<file path="src/sv/sst_pkg.sv">
`timescale 1ns / 1ps
// ----------------------------------------------------------------------------
// sst_pkg: shared definitions for the small set table
// Operation codes, data widths and the control bundle that drives the cells.
// ----------------------------------------------------------------------------
package sst_pkg;

	// element width and default table size
	localparam int DATA_W       = 32;
	localparam int CAPACITY_DEF = 16;
	localparam int COUNT_W      = 5;

	// operation codes carried in the input tuser field
	localparam logic [1:0] MODE_ADD = 2'd0;
	localparam logic [1:0] MODE_DEL = 2'd1;
	localparam logic [1:0] MODE_QRY = 2'd2;

	// per-cycle commands broadcast to every cell
	typedef struct packed {
		logic cmp;   // latch this cell's match against the lookup value
		logic del;   // shift down at and above the matching cell
		logic add;   // first empty cell takes the lookup value
	} cell_ctl_t;

endpackage

</file>
<file path="src/sv/sst_cell.sv">
`timescale 1ns / 1ps
// ----------------------------------------------------------------------------
// sst_cell: one slot of the set table
// Holds one element and its occupied flag, compares it with the lookup value
// and hands a running "match seen" flag and its contents to its neighbors.
// ----------------------------------------------------------------------------
module sst_cell (
	input  logic                      clk,
	input  logic                      arst_n,
	input  sst_pkg::cell_ctl_t        ctl,
	input  logic [sst_pkg::DATA_W-1:0] value,
	input  logic                      prev_seen,   // match found in a lower cell
	input  logic                      prev_valid,  // lower cell is occupied
	input  logic                      next_valid,  // upper cell is occupied
	input  logic [sst_pkg::DATA_W-1:0] next_data,  // upper cell contents
	output logic                      seen,
	output logic                      valid,
	output logic [sst_pkg::DATA_W-1:0] data
);

	logic                       valid_q;
	logic                       match_q;
	logic [sst_pkg::DATA_W-1:0] data_q;
	logic                       take_up;
	logic                       take_new;

	// match chain: set from this cell upward once any cell matched
	assign seen     = prev_seen | match_q;
	assign take_up  = ctl.del & seen;
	assign take_new = ctl.add & ~valid_q & prev_valid;
	assign valid    = valid_q;
	assign data     = data_q;

	// control flags
	always_ff @(posedge clk or negedge arst_n) begin
		if (!arst_n) begin
			valid_q <= 1'b0;
			match_q <= 1'b0;
		end else begin
			if (ctl.cmp) begin
				match_q <= valid_q & (data_q == value);
			end
			if (take_up) begin
				valid_q <= next_valid;
			end else if (take_new) begin
				valid_q <= 1'b1;
			end
		end
	end

	// element storage
	always_ff @(posedge clk) begin
		if (take_up) begin
			data_q <= next_data;
		end else if (take_new) begin
			data_q <= value;
		end
	end

endmodule

</file>
<file path="src/sv/small_set_table.sv">
`timescale 1ns / 1ps
// ----------------------------------------------------------------------------
// small_set_table: insertion-ordered set of up to CAPACITY 32-bit values
// Add, delete and membership query on a row of cells; every transfer in gives
// one transfer out with found flag, count after and full-drop flag.
//
//   channel | dir | payload (low bit first)
//   s_*     | in  | tdata: value[31:0]; tuser: mode[1:0]
//   m_*     | out | tdata: found, count[4:0], full_drop, pad
//
// Each operation runs in two steps: the first compares every cell with the value,
// the second resolves the match chain along the row and updates the cells.
// A new input is taken only once the previous operation commits, which waits for the output register to drain.
// Reset empties the table at once; a stalled output holds the row's update.
// ----------------------------------------------------------------------------
module small_set_table #(
	parameter int CAPACITY = sst_pkg::CAPACITY_DEF
) (
	input  logic        clk,
	input  logic        arst_n,
	input  logic        s_tvalid,
	output logic        s_tready,
	input  logic [31:0] s_tdata,   // value[31:0]
	input  logic [1:0]  s_tuser,   // mode[1:0]
	output logic        m_tvalid,
	input  logic        m_tready,
	output logic [7:0]  m_tdata    // found, count[4:0], full_drop, zero
);

	localparam int CNT_W = $clog2(CAPACITY + 1);

	logic                        v1_q;
	logic                        v2_q;
	logic [1:0]                  mode_q;
	logic [sst_pkg::DATA_W-1:0]  value_q;
	logic [CNT_W-1:0]            cnt_q;
	logic [CNT_W-1:0]            cnt_nxt;
	logic                        out_valid_q;
	logic [7:0]                  out_data_q;

	logic                        commit;
	logic                        found;
	logic                        full;
	logic                        drop;
	logic                        s_fire;
	logic [CNT_W+sst_pkg::COUNT_W-1:0] cnt_ext;
	sst_pkg::cell_ctl_t          ctl;

	// valid_c[i+1] is cell i; index 0 and CAPACITY+1 are the row ends
	logic [CAPACITY:0]           seen_c;
	logic [CAPACITY+1:0]         valid_c;
	logic [sst_pkg::DATA_W-1:0]  data_c [CAPACITY+1];

	// handshake and stage control
	assign commit   = v2_q & (~out_valid_q | m_tready);
	assign s_tready = ~v1_q & (~v2_q | commit);
	assign s_fire   = s_tvalid & s_tready;
	assign m_tvalid = out_valid_q;
	assign m_tdata  = out_data_q;

	// row ends
	assign seen_c[0]           = 1'b0;
	assign valid_c[0]          = 1'b1;
	assign valid_c[CAPACITY+1] = 1'b0;
	assign data_c[CAPACITY]    = '0;

	assign found = seen_c[CAPACITY];
	assign full  = valid_c[CAPACITY];

	// commands to the row
	always_comb begin
		ctl.cmp = v1_q;
		ctl.del = commit & (mode_q == sst_pkg::MODE_DEL) & found;
		ctl.add = commit & (mode_q == sst_pkg::MODE_ADD) & ~found & ~full;
		drop    = (mode_q == sst_pkg::MODE_ADD) & ~found & full;
		cnt_nxt = cnt_q;
		if (ctl.add) begin
			cnt_nxt = cnt_q + 1'b1;
		end else if (ctl.del) begin
			cnt_nxt = cnt_q - 1'b1;
		end
		cnt_ext = {{sst_pkg::COUNT_W{1'b0}}, cnt_nxt};
	end

	// row of cells
	for (genvar i = 0; i < CAPACITY; i++) begin : g_cell
		sst_cell u_cell (
			.clk        (clk),
			.arst_n     (arst_n),
			.ctl        (ctl),
			.value      (value_q),
			.prev_seen  (seen_c[i]),
			.prev_valid (valid_c[i]),
			.next_valid (valid_c[i+2]),
			.next_data  (data_c[i+1]),
			.seen       (seen_c[i+1]),
			.valid      (valid_c[i+1]),
			.data       (data_c[i])
		);
	end

	// stage flags, count and output register
	always_ff @(posedge clk or negedge arst_n) begin
		if (!arst_n) begin
			v1_q        <= 1'b0;
			v2_q        <= 1'b0;
			cnt_q       <= '0;
			out_valid_q <= 1'b0;
		end else begin
			v1_q <= s_fire;
			if (v1_q) begin
				v2_q <= 1'b1;
			end else if (commit) begin
				v2_q <= 1'b0;
			end
			cnt_q <= cnt_nxt;
			if (commit) begin
				out_valid_q <= 1'b1;
			end else if (m_tready) begin
				out_valid_q <= 1'b0;
			end
		end
	end

	// operation and result payload
	always_ff @(posedge clk) begin
		if (s_fire) begin
			mode_q  <= s_tuser;
			value_q <= s_tdata;
		end
		if (commit) begin
			out_data_q <= {1'b0, drop, cnt_ext[sst_pkg::COUNT_W-1:0], found};
		end
	end

endmodule
</file>
<file path="config.mk">
export PLATFORM = sky130hd
export DESIGN_NAME = small_set_table
export DESIGN_NICKNAME = d
export VERILOG_FILES = /design/src/sv/sst_pkg.sv /design/src/sv/sst_cell.sv /design/src/sv/small_set_table.sv
export SDC_FILE = /design/constraint.sdc
export NUM_CORES = 1
export LEC_CHECK = 0
export BUFFER_PORTS_ARGS = -buffer_cell sky130_fd_sc_hd__buf_2
export CAP_MARGIN = 20
export CORE_MARGIN = 10
export CORE_UTILIZATION = 60
export DETAILED_ROUTE_END_ITERATION = 16
export PLACE_DENSITY = 0.87
export SYNTH_ARGS = -nofsm -noshare
export SYNTH_HDL_FRONTEND = slang
export SYNTH_HIERARCHICAL = 1
export SYNTH_SLANG_ARGS = --single-unit
</file>
<file path="constraint.sdc">
create_clock -name clk -period 9.7 [get_ports clk]
set_input_delay 0 -clock clk [delete_from_list [all_inputs] [get_ports clk]]
set_output_delay 0 -clock clk [all_outputs]
set_load 0.005 [all_outputs]
</file>
# [Word level (Yosys, flattened, before mapping)]
# Cells that the tools add are included.
# W data, S select, Z words.
[totals] wordCells=271 out_inout_bits=10 inputBits=38 reg_bits=593
[op_classes] add_sub_neg=2 reduce_logical=19 n_eq_ne=17 bitwise_logic=110 n_mux=68
[op_table] op="$mux W32" n=30
[op_table] op="$eq A32 B32 Y1" n=16
[op_table] op="$and A1 B1 Y1" n=73
[op_table] op="$mux W1" n=36
[op_table] op="$reduce_bool A2 Y1" n=18
[op_table] op="$not A1 Y1" n=20
[op_table] op="$or A1 B1 Y1" n=17
[op_table] op="$mux W5" n=2
[op_table] op="$add A5 B1 Y5 const B" n=1
[op_table] op="$sub A5 B1 Y5 const B" n=1
[op_table] op="$eq A2 B1 Y1 const B" n=1
[op_table] op="$logic_not A2 Y1" n=1

# [Depth between registers and ports, before layout]
# Gate-level depths: netlist of run 1.
[depth] depth_word=22 depth_mapped=23 depth_no_buf=21

# [Hierarchy]
# The synthesis of run 1 kept the hierarchy.
[modules_own_cells] module="sst_cell" cells_each=121 area_each_um2=1799.2 seq_area_each_um2=1011.0 n_inst=16
[modules_own_cells] module="small_set_table" cells_each=85 area_each_um2=1727.9 seq_area_each_um2=1431.4 n_inst=1

# [Worst setup path before layout of run 1]
# No wires, ideal clock.
[synth_path] kind="register -> register" startpoint="register g_cell[0].u_cell.match_q" endpoint="register g_cell[0].u_cell.data_q (netlist bit g_cell[0].u_cell/data[0]), enable pin" setup_ns=0.466 required_time_ns=9.234 path_slack_ns=2.381 t_arrival_ns=6.854 stages_incl_launch_ff=22 n_path_buf=0 synth_period_minus_slack_ns=7.319 path_cell_list="dfrtp_1 > or2_1 > or2_1 > or2_1 > or2_1 > or2_1 > or2_1 > or2_1 > or2_1 > or2_1 > or2_1 > or2_1 > or2_1 > or2_1 > or2_1 > or2_1 > or2_1 > nor4_4 > nand3_2 > clkinv_2 > nand2_1 > o21ai_0"
[synth_rtl] item="start, declared" line_no="sst_cell.sv:22" text="logic match_q;"
[synth_rtl] item="start signal, assigned" line_no="sst_cell.sv:41" text="match_q <= valid_q & (data_q == value);"
[synth_rtl] item="end signal, assigned" line_no="sst_cell.sv:54" text="data_q <= next_data;"
[synth_rtl] item="end signal, assigned" line_no="sst_cell.sv:56" text="data_q <= value;"
[synth_rtl] item="end, declared" line_no="sst_cell.sv:23" text="logic [sst_pkg::DATA_W-1:0] data_q;"

# [Worst setup path in the final report of run 1]
[layout_path] startpoint="register g_cell[0].u_cell.match_q" endpoint="register g_cell[5].u_cell.data_q (netlist bit g_cell[5].u_cell/data[25]), enable pin"
[layout_via] elab_chain_len=21 elab_cells_between_ends=23 cone_classes="22 x bitwise; 1 x reduce/logical"
[layout_rtl] item="$or A1 B1 Y1 (*)" line_no="sst_cell.sv:28" text="assign seen = prev_seen | match_q;"
[layout_rtl] item="net seen_c[2]" line_no="small_set_table.sv:50" text="logic [CAPACITY:0] seen_c;"
[layout_rtl] item="$or A1 B1 Y1 (*)" line_no="sst_cell.sv:28"
[layout_rtl] item="net seen_c[3]" line_no="small_set_table.sv:50"
[layout_rtl] item="$or A1 B1 Y1 (*)" line_no="sst_cell.sv:28"
[layout_rtl] item="net seen_c[4]" line_no="small_set_table.sv:50"
[layout_rtl] item="$or A1 B1 Y1 (*)" line_no="sst_cell.sv:28"
[layout_rtl] item="net seen_c[5]" line_no="small_set_table.sv:50"
[layout_rtl] item="[1 not listed]"
[layout_rtl] item="net seen_c[6]" line_no="small_set_table.sv:50"
[layout_rtl] item="[1 not listed]"
[layout_rtl] item="net seen_c[7]" line_no="small_set_table.sv:50"
[layout_rtl] item="[1 not listed]"
[layout_rtl] item="net seen_c[8]" line_no="small_set_table.sv:50"
[layout_rtl] item="[1 not listed]"
[layout_rtl] item="net seen_c[9]" line_no="small_set_table.sv:50"
[layout_rtl] item="[1 not listed]"
[layout_rtl] item="net seen_c[10]" line_no="small_set_table.sv:50"
[layout_rtl] item="[1 not listed]"
[layout_rtl] item="net seen_c[11]" line_no="small_set_table.sv:50"
[layout_rtl] item="[1 not listed]"
[layout_rtl] item="net seen_c[12]" line_no="small_set_table.sv:50"
[layout_rtl] item="[1 not listed]"
[layout_rtl] item="net seen_c[13]" line_no="small_set_table.sv:50"
[layout_rtl] item="[1 not listed]"
[layout_rtl] item="net seen_c[14]" line_no="small_set_table.sv:50"
[layout_rtl] item="$or A1 B1 Y1 (*)" line_no="sst_cell.sv:28"
[layout_rtl] item="net seen_c[15]" line_no="small_set_table.sv:50"
[layout_rtl] item="$or A1 B1 Y1 (*)" line_no="sst_cell.sv:28"
[layout_rtl] item="net found" line_no="small_set_table.sv:42" text="logic found;"
[layout_rtl] item="$not A1 Y1" line_no="small_set_table.sv:74" text="ctl.add = commit & (mode_q == sst_pkg::MODE_ADD) & ~found & ~full;"
[layout_rtl] item="$and A1 B1 Y1 (2 in series)" line_no="small_set_table.sv:74"
[layout_rtl] item="$and A1 B1 Y1 (2 in series)" line_no="sst_cell.sv:30" text="assign take_new = ctl.add & ~valid_q & prev_valid;"
[layout_rtl] item="$reduce_bool A2 Y1 (no source line) (*)"
[layout_rtl] item="end signal, assigned" line_no="sst_cell.sv:54"
[layout_rtl] item="end signal, assigned" line_no="sst_cell.sv:56"
[layout_rtl] item="end, declared" line_no="sst_cell.sv:23"
# The timed path passes the listed nets; every way through them passes the cells marked *.
# A chain may end at the register's enable or synchronous reset.

==> results of run 1 <==
## flip-flops by register name (all words and copies together) (netlist names), 2 cells and up
signal / flops
m_tdata: 7
value_q: 32
cnt_q: 5
mode_q: 2
g_cell.u_cell/valid: 16
g_cell.u_cell/match_q: 16
g_cell.u_cell/data: 512
## critical path, stage by stage (launching register included)
cell,delay (ps)
dfrtp_1,370
or2_1,240
or2_1,220
or2_1,220
or2_1,250
or2_1,240
or2_1,230
or2_1,230
or2_1,270
or2_1,250
or2_1,270
or2_1,250
or2_1,250
or2_1,250
or2_1,240
or2_1,230
or2_1,280
and3b_1,220
and3_1,510
nand2_1,200
buf_4,410
o21ai_2,250
buf_4,290
## Yosys cell counts (17+ instances only)
cell      count  area [sq um]
nor4_1       81           507
buf_2        48           240
nor2_1       17          63.8
a21oi_1      33           165
edfxtp_1    553         16600
mux2_1      192          2160
nand4_1      49           307
xor2_1      322          2820
mux2_2      320          3600
xnor2_1     194          1700
nand3_1      18          90.1
dfrtp_1      40          1000
nand2_1      32           120
inv_1        20          75.1
## through the flow
| step | cells | setup WS (ps) | hold slack (ps) | total power [mW] | area, sq um |
|---|---|---|---|---|---|
| finish | 2933 | 3240 | 97.6 | 6.05 | 34300 |
| global route | 2933 | 2960 | 80.1 | 6.27 | 34300 |
| CTS | 2933 | 3330 | 81.0 | 6.05 | 34300 |
| detailed placement | 2790 | 3390 | 178 | 3.77 | 32000 |
| global placement | 2790 | 3540 | 177 | 3.73 | 32000 |
| floorplan | 2056 | 2380 | -296 | 3.57 | 30600 |
## worst min-delay path by stage
stage	start	to	slack (ps)
after floorplan	arst_n	cnt_q[0]	-300
after global placement	s_tdata[7]	value_q[7]	180
after detailed placement	s_tdata[4]	value_q[4]	180
after CTS	s_tdata[14]	value_q[14]	80
after global routing	s_tdata[15]	value_q[15]	80
final	s_tdata[7]	value_q[7]	100
## placed cells by master (no fill, tap or decap), types with 10 or more instances in the layout
cell type / synthesis / layout
o22ai_2: 16 / 16
or4_1: 16 / 16
conb_1: 2 / 37
nor2_1: 17 / 17
buf_2: 48 / 46
o21ai_2: 0 / 16
clkbuf_16: 0 / 61
clkbuf_1: 0 / 16
buf_4: 1 / 66
nand4_4: 16 / 16
nand4_1: 49 / 49
nand3_1: 18 / 18
clkinv_2: 1 / 10
a21oi_1: 33 / 33
dfrtp_1: 40 / 40
nor4_1: 81 / 81
mux2_1: 192 / 192
xnor2_1: 194 / 194
nand2_1: 32 / 32
edfxtp_1: 553 / 553
or2_1: 16 / 16
xor2_1: 322 / 322
mux2_2: 320 / 320
dlygate4sd3_1: 0 / 37
inv_1: 20 / 20
## cells by family after synthesis
| logic type | count (synthesis) | synth area share [%] |
|---|---|---|
| DFF | 593 | 57.7 |
| adders and majority gates | 2 | 0.0820 |
| and+or+nand+nor | 255 | 5.70 |
| buffers and inverters | 71 | 1.11 |
| muxes | 512 | 18.9 |
| xor gates and xnor gates | 516 | 14.8 |
| other | 2 | 0.0246 |
| AOI/OAI and AO/OA | 70 | 1.68 |
## power by group
group          leakage, nW  internal, mW  total, mW  switching (mW)
Clock                0.943          1.36       2.30           0.940
Combinational         5.19         0.299      0.682           0.382
Sequential            5.50          2.95       3.07           0.124
## layer usage
layer / share of wire [%] / GRT usage, %
met3: 3.5 / 2.95
met1: 39 / 22.6
met5: 0 / 0
met2: 54 / 36.5
met4: 3.7 / 7.90
## area by class of cell
type	count	area, sq um
Clock buffer	80	1630
Clock inverter	26	314
Fill cell	3211	15900
Inverter	21	80.1
Multi-Input combinational cell	1392	12800
Sequential cell	593	17600
Tap cell	672	841
Timing Repair Buffer	149	1100
==> metrics.txt, run 1 <==
vias per cell=5.82; EDFF count, synth=553; wire per inst=20.3 microns; die height=approximately 250 microns; Required @ worst endpoint=10030 ps; crit share post-route=66.6%; clk slew on worst S/H paths=60 ps; critical path class=register to register; Setup crit end kind=register; postcts setup bufs=0; crit path max fanout=35; worst reg2reg path startpoint=g_cell[0].u_cell/match_q; RSZ-0062 raised after global routing=false; f_max=155 MHz; Synth Flop Type=edfxtp_1; Avg Inst Size Synth=15.1 sq um; WP data arrival=around 6800 ps; drt pass-1 iters=5; Starting Density=60.7%; Slew @ Worst Pin=between 1000 and 1500 ps; Max Slew Vio Count=0; CTS Buf Count=57; Syn. warnings=6; Seq/Total Area, Yosys=57.7%; max-capacitance violation count=0; port bufs=46; Async SR Flop Fraction=6.75%; via count=around 17000; largest net degree at the start of global routing=slightly above 40; Inserted Diodes=0; first-pass GRT wire length=96400 microns; setup violators final=0; r2r worst-path depth=22; Pleak=11.6 nW; DRC Markers=0; final setup TNS=0 ps; Relative slew margins=30.7%; maximum vdd drop=0.172 mV; synthesized area=30500 sq um; WHS Path Cells=2; Area growth, synth to finish=12.5%; vias in the first global route=18100; hpwl dp=39300 microns; hold_buf cts=37; CP endpoint=g_cell[5].u_cell/data[25]; clock skew=about 22 ps; cell row count=82; clock root buffer=clkbuf_16; status=complete, no violations; remaining antenna violation count after routing=0; Total Die Area=~60000 sq um; worst r2r dst=g_cell[5].u_cell/data[25]; global route overflow=0; Synth cell types=36; nets=roughly 2300; synthesized instance count=2021; CTS tree=yes; num ports=48; Util after Layout=68.3%; Post-CTS Resized=0; total wire length=between 50000 and 60000 microns; First DRT Iteration DRCs=roughly 1000; initial antenna violation count=0; fraction of layout cells with a size suffix above 1=25.4%; Hold Vio Cnt, Final=0; clk_lat worst skew=around 620 ps; H-tree Lvls=2; Placer Congestion=0.798; final worst path period need=6460 ps; Total GRT Usage=19.8%; core area=50300 sq um; worst hold path class=input port to register; Pwr Density=176 nW/um^2; Startpoint Class=register; Die X=roughly 250 microns; worst reg-to-reg setup slack=about 3200 ps; Clock Sinks=593; Crit. Startpoint=g_cell[0].u_cell/match_q; Bufs on Longest Clock Path=3; register bit total from synthesis=593
Power figures use the tool's default switching activity.
==> inputs of run 2 (changes only) <==
Settings changed: CORE_UTILIZATION 60 to 57, PLACE_DENSITY 0.87 to 0.86.
Clock period 9.7 ns to 5.2 ns, I/O delays scaled along.
==> run 2 against run 1 <==
Net effect:
- the run now ends with setup timing left
- critical path depth rose by 3
- clock power increased by 88%
- sequential share of layout area decreased by 2.7 points
- critical endpoint is now g_cell[5].u_cell/data[4]
- largest power group unchanged
- via count is 10% higher
- final cell count rose by 3.6%
- power up 92%
==> metrics.txt, run 2 (synthesized netlist as in run 1, its figures left out) <==
Pleak=12.5 nW (+7.6%); vias per cell=6.18 (+6.2%); DRC Markers=0 (unchanged); Area growth, synth to finish=18.6%; Starting Density=57.8% (-2.9 points); wire per inst=25.6 microns (+26%); Startpoint Class=register; hold slack=56.4 ps (-41.2 ps); Most common cell on crit path=or2_1; global route overflow=0 (unchanged); status=complete, but fails checks; core area=52800 sq um (+4.9%); Worst path slowest cell=dfrtp_1; clock skew=29.0 ps (+7.07 ps); fraction of layout cells with a size suffix above 1=28.6% (+3.2 points); CTS tree=yes; commonest non-fill, non-tap cells in the layout=edfxtp_1 (553), xor2_1 (322), mux2_2 (320); hpwl dp=44000 microns (+12%); num ports=48 (unchanged); Non-Filler Instances=3039 (+3.6%); Relative slew margins=29.8% (-0.86 points); clk slew on worst S/H paths=60 ps (about the same); crit path max fanout=8 (-77%); Total GRT Usage=23.0% (+3.2 points); setup violators final=1050 (+1050); Die X=251 microns (+2.4%); critical path class=register to register; Layout fillers=3218 (+0.22%); f_max=166 MHz (+7.5%); Largest stage delay, worst path=380 ps (-130 ps); worst setup margin=-813 ps (-4050 ps); crit share post-route=116% (+49 points); drt pass-1 iters=5 (unchanged); die height=251 microns (+2.4%); Clock Sinks=593 (unchanged); first-pass GRT wire length=115000 microns (+19%); Setup WS pre-CTS=-441 ps (-3830 ps); number of flip-flops in the largest register=512 (unchanged); max-capacitance violation count=0 (unchanged); clock root buffer=clkbuf_16; Hold Vio Cnt, Final=0 (unchanged); failing checks=setup timing; commonest non-fill, non-tap cell in the layout=edfxtp_1; final worst path period need=6010 ps (-449 ps); register area=17600 sq um (unchanged); vias in the first global route=20100 (+11%); port bufs=46 (unchanged); cell row count=84 (+2.4%); Total Die Area=63200 sq um (+4.8%); Placed Instances=2823 (+1.2%); clk_lat worst skew=660 ps (+40 ps); RSZ-0062 raised after global routing=true; largest net degree at the start of global routing=41 (unchanged); initial antenna violation count=2 (+2); WP data arrival=6370 ps (-420 ps); Pwr Density=321 nW/um^2 (+82%); nets=2337 (+3.7%); Util after Layout=68.6% (+0.34 points); worst hold path class=input port to register; total wire length=77800 microns (+30%); area of the multi-input gates=13000 sq um (+2.1%); First DRT Iteration DRCs=1948 (+86%); Max Slew Vio Count=0 (unchanged); Placer Congestion=0.791 (-0.90%); Setup crit end kind=register; maximum vdd drop=0.383 mV (+120%); Bufs on Longest Clock Path=3 (unchanged); CTS Buf Count=60 (+5.3%); Required @ worst endpoint=5550 ps (-4480 ps); Slew @ Worst Pin=1050 ps (+12.9 ps); remaining antenna violation count after routing=0 (unchanged); via count=18800 (+10%); H-tree Lvls=2 (unchanged)
==> run 2: changes by cell type in the layout (fill, tap and decap cells not counted), moves of 3 or more <==
| cell | before | now |
|---|---|---|
| buf_6 | 0 | 12 |
| o21ai_2 | 16 | 0 |
| clkinv_1 | 5 | 13 |
| nand2_4 | 0 | 17 |
| buf_12 | 0 | 44 |
| buf_16 | 0 | 3 |
| nand2_1 | 32 | 14 |
| o21ai_4 | 0 | 16 |
| clkbuf_16 | 61 | 75 |
==> run 2: cell type report <==
class | instances | area share [%]
flip-flops and latches | 593 | 48.6
multi-input cells | 1392 | 36.0
repair buffers | 227 | 7.23
clock buffers | 78 | 4.36
well taps | 688 | 2.38
clock inverters | 36 | 1.03
inverters | 21 | 0.290
repair inverters | 2 | 0.0899
diodes | 2 | 0.0138
==> run 2: timing repair <==
action / in CTS / in global routing
hold endpoints to repair: 77 / 15
pin swaps: 1 / 11
hold buffers: 37 / 1
buffers inserted: 21 / 11
setup endpoints to repair: 1050 / 1050
gates resized for setup: 9 / 7
gates cloned: 6 / 24
==> run 2: worst paths after layout <==
| path | from | depth (start not counted) | endpoint | slack [ps] |
|---|---|---|---|---|
| hold / removal | s_tdata[14] | 2 | value_q[14] | 60 |
| min in group asynchronous | arst_n | 3 | g_cell[14].u_cell/valid | 390 |
| hold reg to reg | cnt_q[4] | 1 | cnt_q[4] | 500 |
| max in group asynchronous | arst_n | 4 | g_cell[9].u_cell/match_q | 4270 |
| setup reg to reg | g_cell[0].u_cell/match_q | 25 | g_cell[5].u_cell/data[4] | -810 |
| setup / recovery | g_cell[0].u_cell/match_q | 25 | g_cell[5].u_cell/data[4] | -810 |
==> run 2: layer usage <==
layer  wire, microns  track usage (%)  vias to the layer above  share of wire [%]
met1           28000             25.7                     9532                 36
met5               0                0                        -                  0
li1                -                -                     8145                  -
met3            5160             3.93                      239                6.6
met2           41700             42.6                      867                 54
met4            2920             9.63                        0                3.8
==> run 2: stage by stage <==
stage	setup TNS (ps)	area (sq um)	total power, mW
after floorplan	-19630	31000	6.73
after global placement	-362290	32800	7.09
after detailed placement	-407750	32800	7.17
after CTS	-409900	35600	11.5
after global routing	-861600	36200	12.0
final	-682850	36200	11.6
==> run 2: worst max-delay path: cells and delay by family (launching register included) <==
family,cells,cell delay [ps]
simple gates,19,4340
flops,1,380
buf+inv,5,710
compound gates,1,270
==> run 2: power breakdown <==
part,internal (mW),switching [mW],total (mW)
Clock,2.45,1.88,4.33
Sequential,5.49,0.318,5.81
Combinational,0.635,0.832,1.47
Total,8.58,3.03,11.6
==> inputs of run 3 (changes only) <==
Settings changed: CELL_PAD_IN_SITES_DETAIL_PLACEMENT set to 1, CELL_PAD_IN_SITES_GLOBAL_PLACEMENT set to 1, CORE_MARGIN 10 to not set, CORE_UTILIZATION 57 to 49.
==> run 3 against run 2 <==
Net effect:
- the flow still finishes with violations (setup timing)
- die area up 0.14%
- utilization is 5.9 points lower
- sequential share of layout area down 3.1 points
- worst setup slack got worse by 280 ps
- design area up 6.7%
- via count grew 16%
- count of clock-buffer cells in the layout is 3 higher
- global-route usage rose by 9.1 points
- largest power group unchanged
==> metrics.txt, run 3 (synthesized netlist as in run 1, its figures left out) <==
die height=252 microns (about the same); Crit. Startpoint=g_cell[0].u_cell/match_q; drt pass-1 iters=5 (unchanged); Total Die Area=63300 sq um (+0.14%); setup violators final=1050 (unchanged); Top Metal Used=met5; r2r worst-path depth=24 (-4.0%); worst setup margin=-1100 ps (-282 ps); Pleak=14.2 nW (+13%); Placer Congestion=0.790 (about the same); global route overflow=0 (unchanged); Area growth, synth to finish=26.6%; Most common cell on crit path=or2_4; commonest non-fill, non-tap cells in the layout=edfxtp_1 (553), xor2_1 (322), mux2_2 (223); initial antenna violation count=2 (unchanged); wire per inst=38.5 microns (+50%); CTS Buf Count=61 (+1.7%); met2 wire length=61900 microns (+48%); Largest stage delay, worst path=520 ps (+140 ps); Post-Route M1 WL=41700 microns (+49%); clk slew on worst S/H paths=80 ps (+20 ps); met3 wire length=10000 microns (+95%); nets=2404 (+2.9%); Setup WS pre-CTS=-517 ps (-75.6 ps); Die X=252 microns (about the same); crit path max fanout=15 (+7); worst r2r dst=g_cell[14].u_cell/valid; worst hold path class=input port to register; Clock Sinks=593 (unchanged); WP data arrival=6810 ps (+440 ps); failing checks=setup timing; Total GRT Usage=32.1% (+9.1 points); Relative slew margins=34.4% (+4.6 points); Worst path slowest cell=a21oi_1; maximum vdd drop=0.384 mV (+0.26%); number of flip-flops in the largest register=512 (unchanged); RSZ-0062 raised after global routing=true; Pwr Density=328 nW/um^2 (+2.4%); Bufs on Longest Clock Path=3 (unchanged); clock root buffer=clkbuf_16; vias in the first global route=22100 (+9.9%); hpwl dp=50700 microns (+15%); worst reg-to-reg setup slack=-1100 ps (-280 ps); cell row count=91 (+8.3%); CP Cell Sequence=or2_1 > or2_1 > or2_4 > or2_4 > or2_1 > or2_1 > or2_4 > or2_4 > or2_4 > or2_4 > or2_4 > or2_4 > or2_4 > or2_4 > or2_4 > or2_4 > buf_12 > nor4_4 > nand3_4 > buf_12 > buf_12 > clkinv_16 > a21oi_1 > a21oi_1; clock skew=57.6 ps (+28.7 ps); via count=21800 (+16%); Non-Filler Instances=3256 (+7.1%); num ports=48 (unchanged); Max Slew Vio Count=0 (unchanged); f_max=159 MHz (-4.5%); core area=61600 sq um (+17%); max-capacitance violation count=0 (unchanged); port bufs=46 (unchanged); vias per cell=6.69 (+8.3%); remaining antenna violation count after routing=0 (unchanged); first-pass GRT wire length=150000 microns (+31%); H-tree Lvls=2 (unchanged); critical path class=register to register; CP endpoint=g_cell[14].u_cell/valid; Required @ worst endpoint=5720 ps (+170 ps); status=complete, but fails checks; DRC Markers=0 (unchanged); Util after Layout=62.7% (-5.9 points); fraction of layout cells with a size suffix above 1=34.5% (+5.9 points); clk_lat worst skew=690 ps (+30 ps); commonest non-fill, non-tap cell in the layout=edfxtp_1; Slew @ Worst Pin=984 ps (-68.7 ps); largest net degree at the start of global routing=41 (unchanged); total wire length=125000 microns (+61%); Setup crit end kind=register; Placed Instances=2975 (+5.4%); worst reg2reg path startpoint=g_cell[0].u_cell/match_q; crit share post-route=121% (+5.4 points); Hold Vio Cnt, Final=0 (unchanged); First DRT Iteration DRCs=2091 (+7.3%); final worst path period need=6300 ps (+282 ps); Starting Density=49.5% (-8.3 points); Layout fillers=5358 (+67%); CTS tree=yes; Startpoint Class=register
[run 3: metrics by stage]
step                instance area (sq um)  TNS [ps]  power (mW)  hold WS [ps]
finish                              38600   -944340        12.7          22.5
global route                        38600   -922350        12.8          39.1
CTS                                 36800   -507530        12.0          39.1
detailed placement                  33100   -473790        7.23           178
global placement                    33100   -355260        7.11           177
floorplan                           31000    -19630        6.73          -296
[run 3: critical path, delay by kind of cell, from the launching register on]
kind	cells	cell delay (ps)
buffers and inverters	4	550
AO/OA/AOI/OAI	2	670
flip-flops	1	420
AND/OR/NAND/NOR	18	4460
[run 3: how the worst min path moves through the flow]
| stage | from | cells past startpoint | to |
|---|---|---|---|
| floorplan | arst_n | 0 | cnt_q[0] |
| global placement | s_tdata[18] | 1 | value_q[18] |
| detailed placement | s_tdata[10] | 1 | value_q[10] |
| CTS | s_tdata[28] | 2 | value_q[28] |
| global route | s_tdata[14] | 2 | value_q[14] |
| finish | s_tdata[28] | 2 | value_q[28] |
[run 3: repair_timing]
item	in CTS	in global routing
setup endpoints to repair	1050	1051
hold endpoints to repair	76	7
hold buffers	37	1
buffers inserted	27	30
gates cloned	24	43
gates resized for setup	96	174
pin swaps	4	15
[run 3: layout make-up]
| cell class | count | area [sq um] | area share (%) |
|---|---|---|---|
| Clock inverter | 35 | 407 | 1.05 |
| Timing Repair Buffer | 294 | 3910 | 10.1 |
| Inverter | 21 | 105 | 0.272 |
| Tap cell | 837 | 1050 | 2.71 |
| Sequential cell | 593 | 17600 | 45.6 |
| Timing Repair inverter | 1 | 30.0 | 0.0777 |
| Antenna cell | 2 | 5.00 | 0.0130 |
| Clock buffer | 81 | 1700 | 4.41 |
| Multi-Input combinational cell | 1392 | 13800 | 35.8 |
[run 3: power breakdown]
part           switching (mW)  internal [mW]
logic                    1.13          0.757
registers               0.383           5.49
clock network            2.22           2.71
total                    3.73           8.95
[run 3: layer usage]
| layer | vias to the layer above | GRT usage, % |
|---|---|---|
| li1 | 8304 | - |
| met1 | 11200 | 35.8 |
| met2 | 1557 | 58.7 |
| met3 | 730 | 5.72 |
| met4 | 2 | 16.1 |
| met5 | - | 0 |
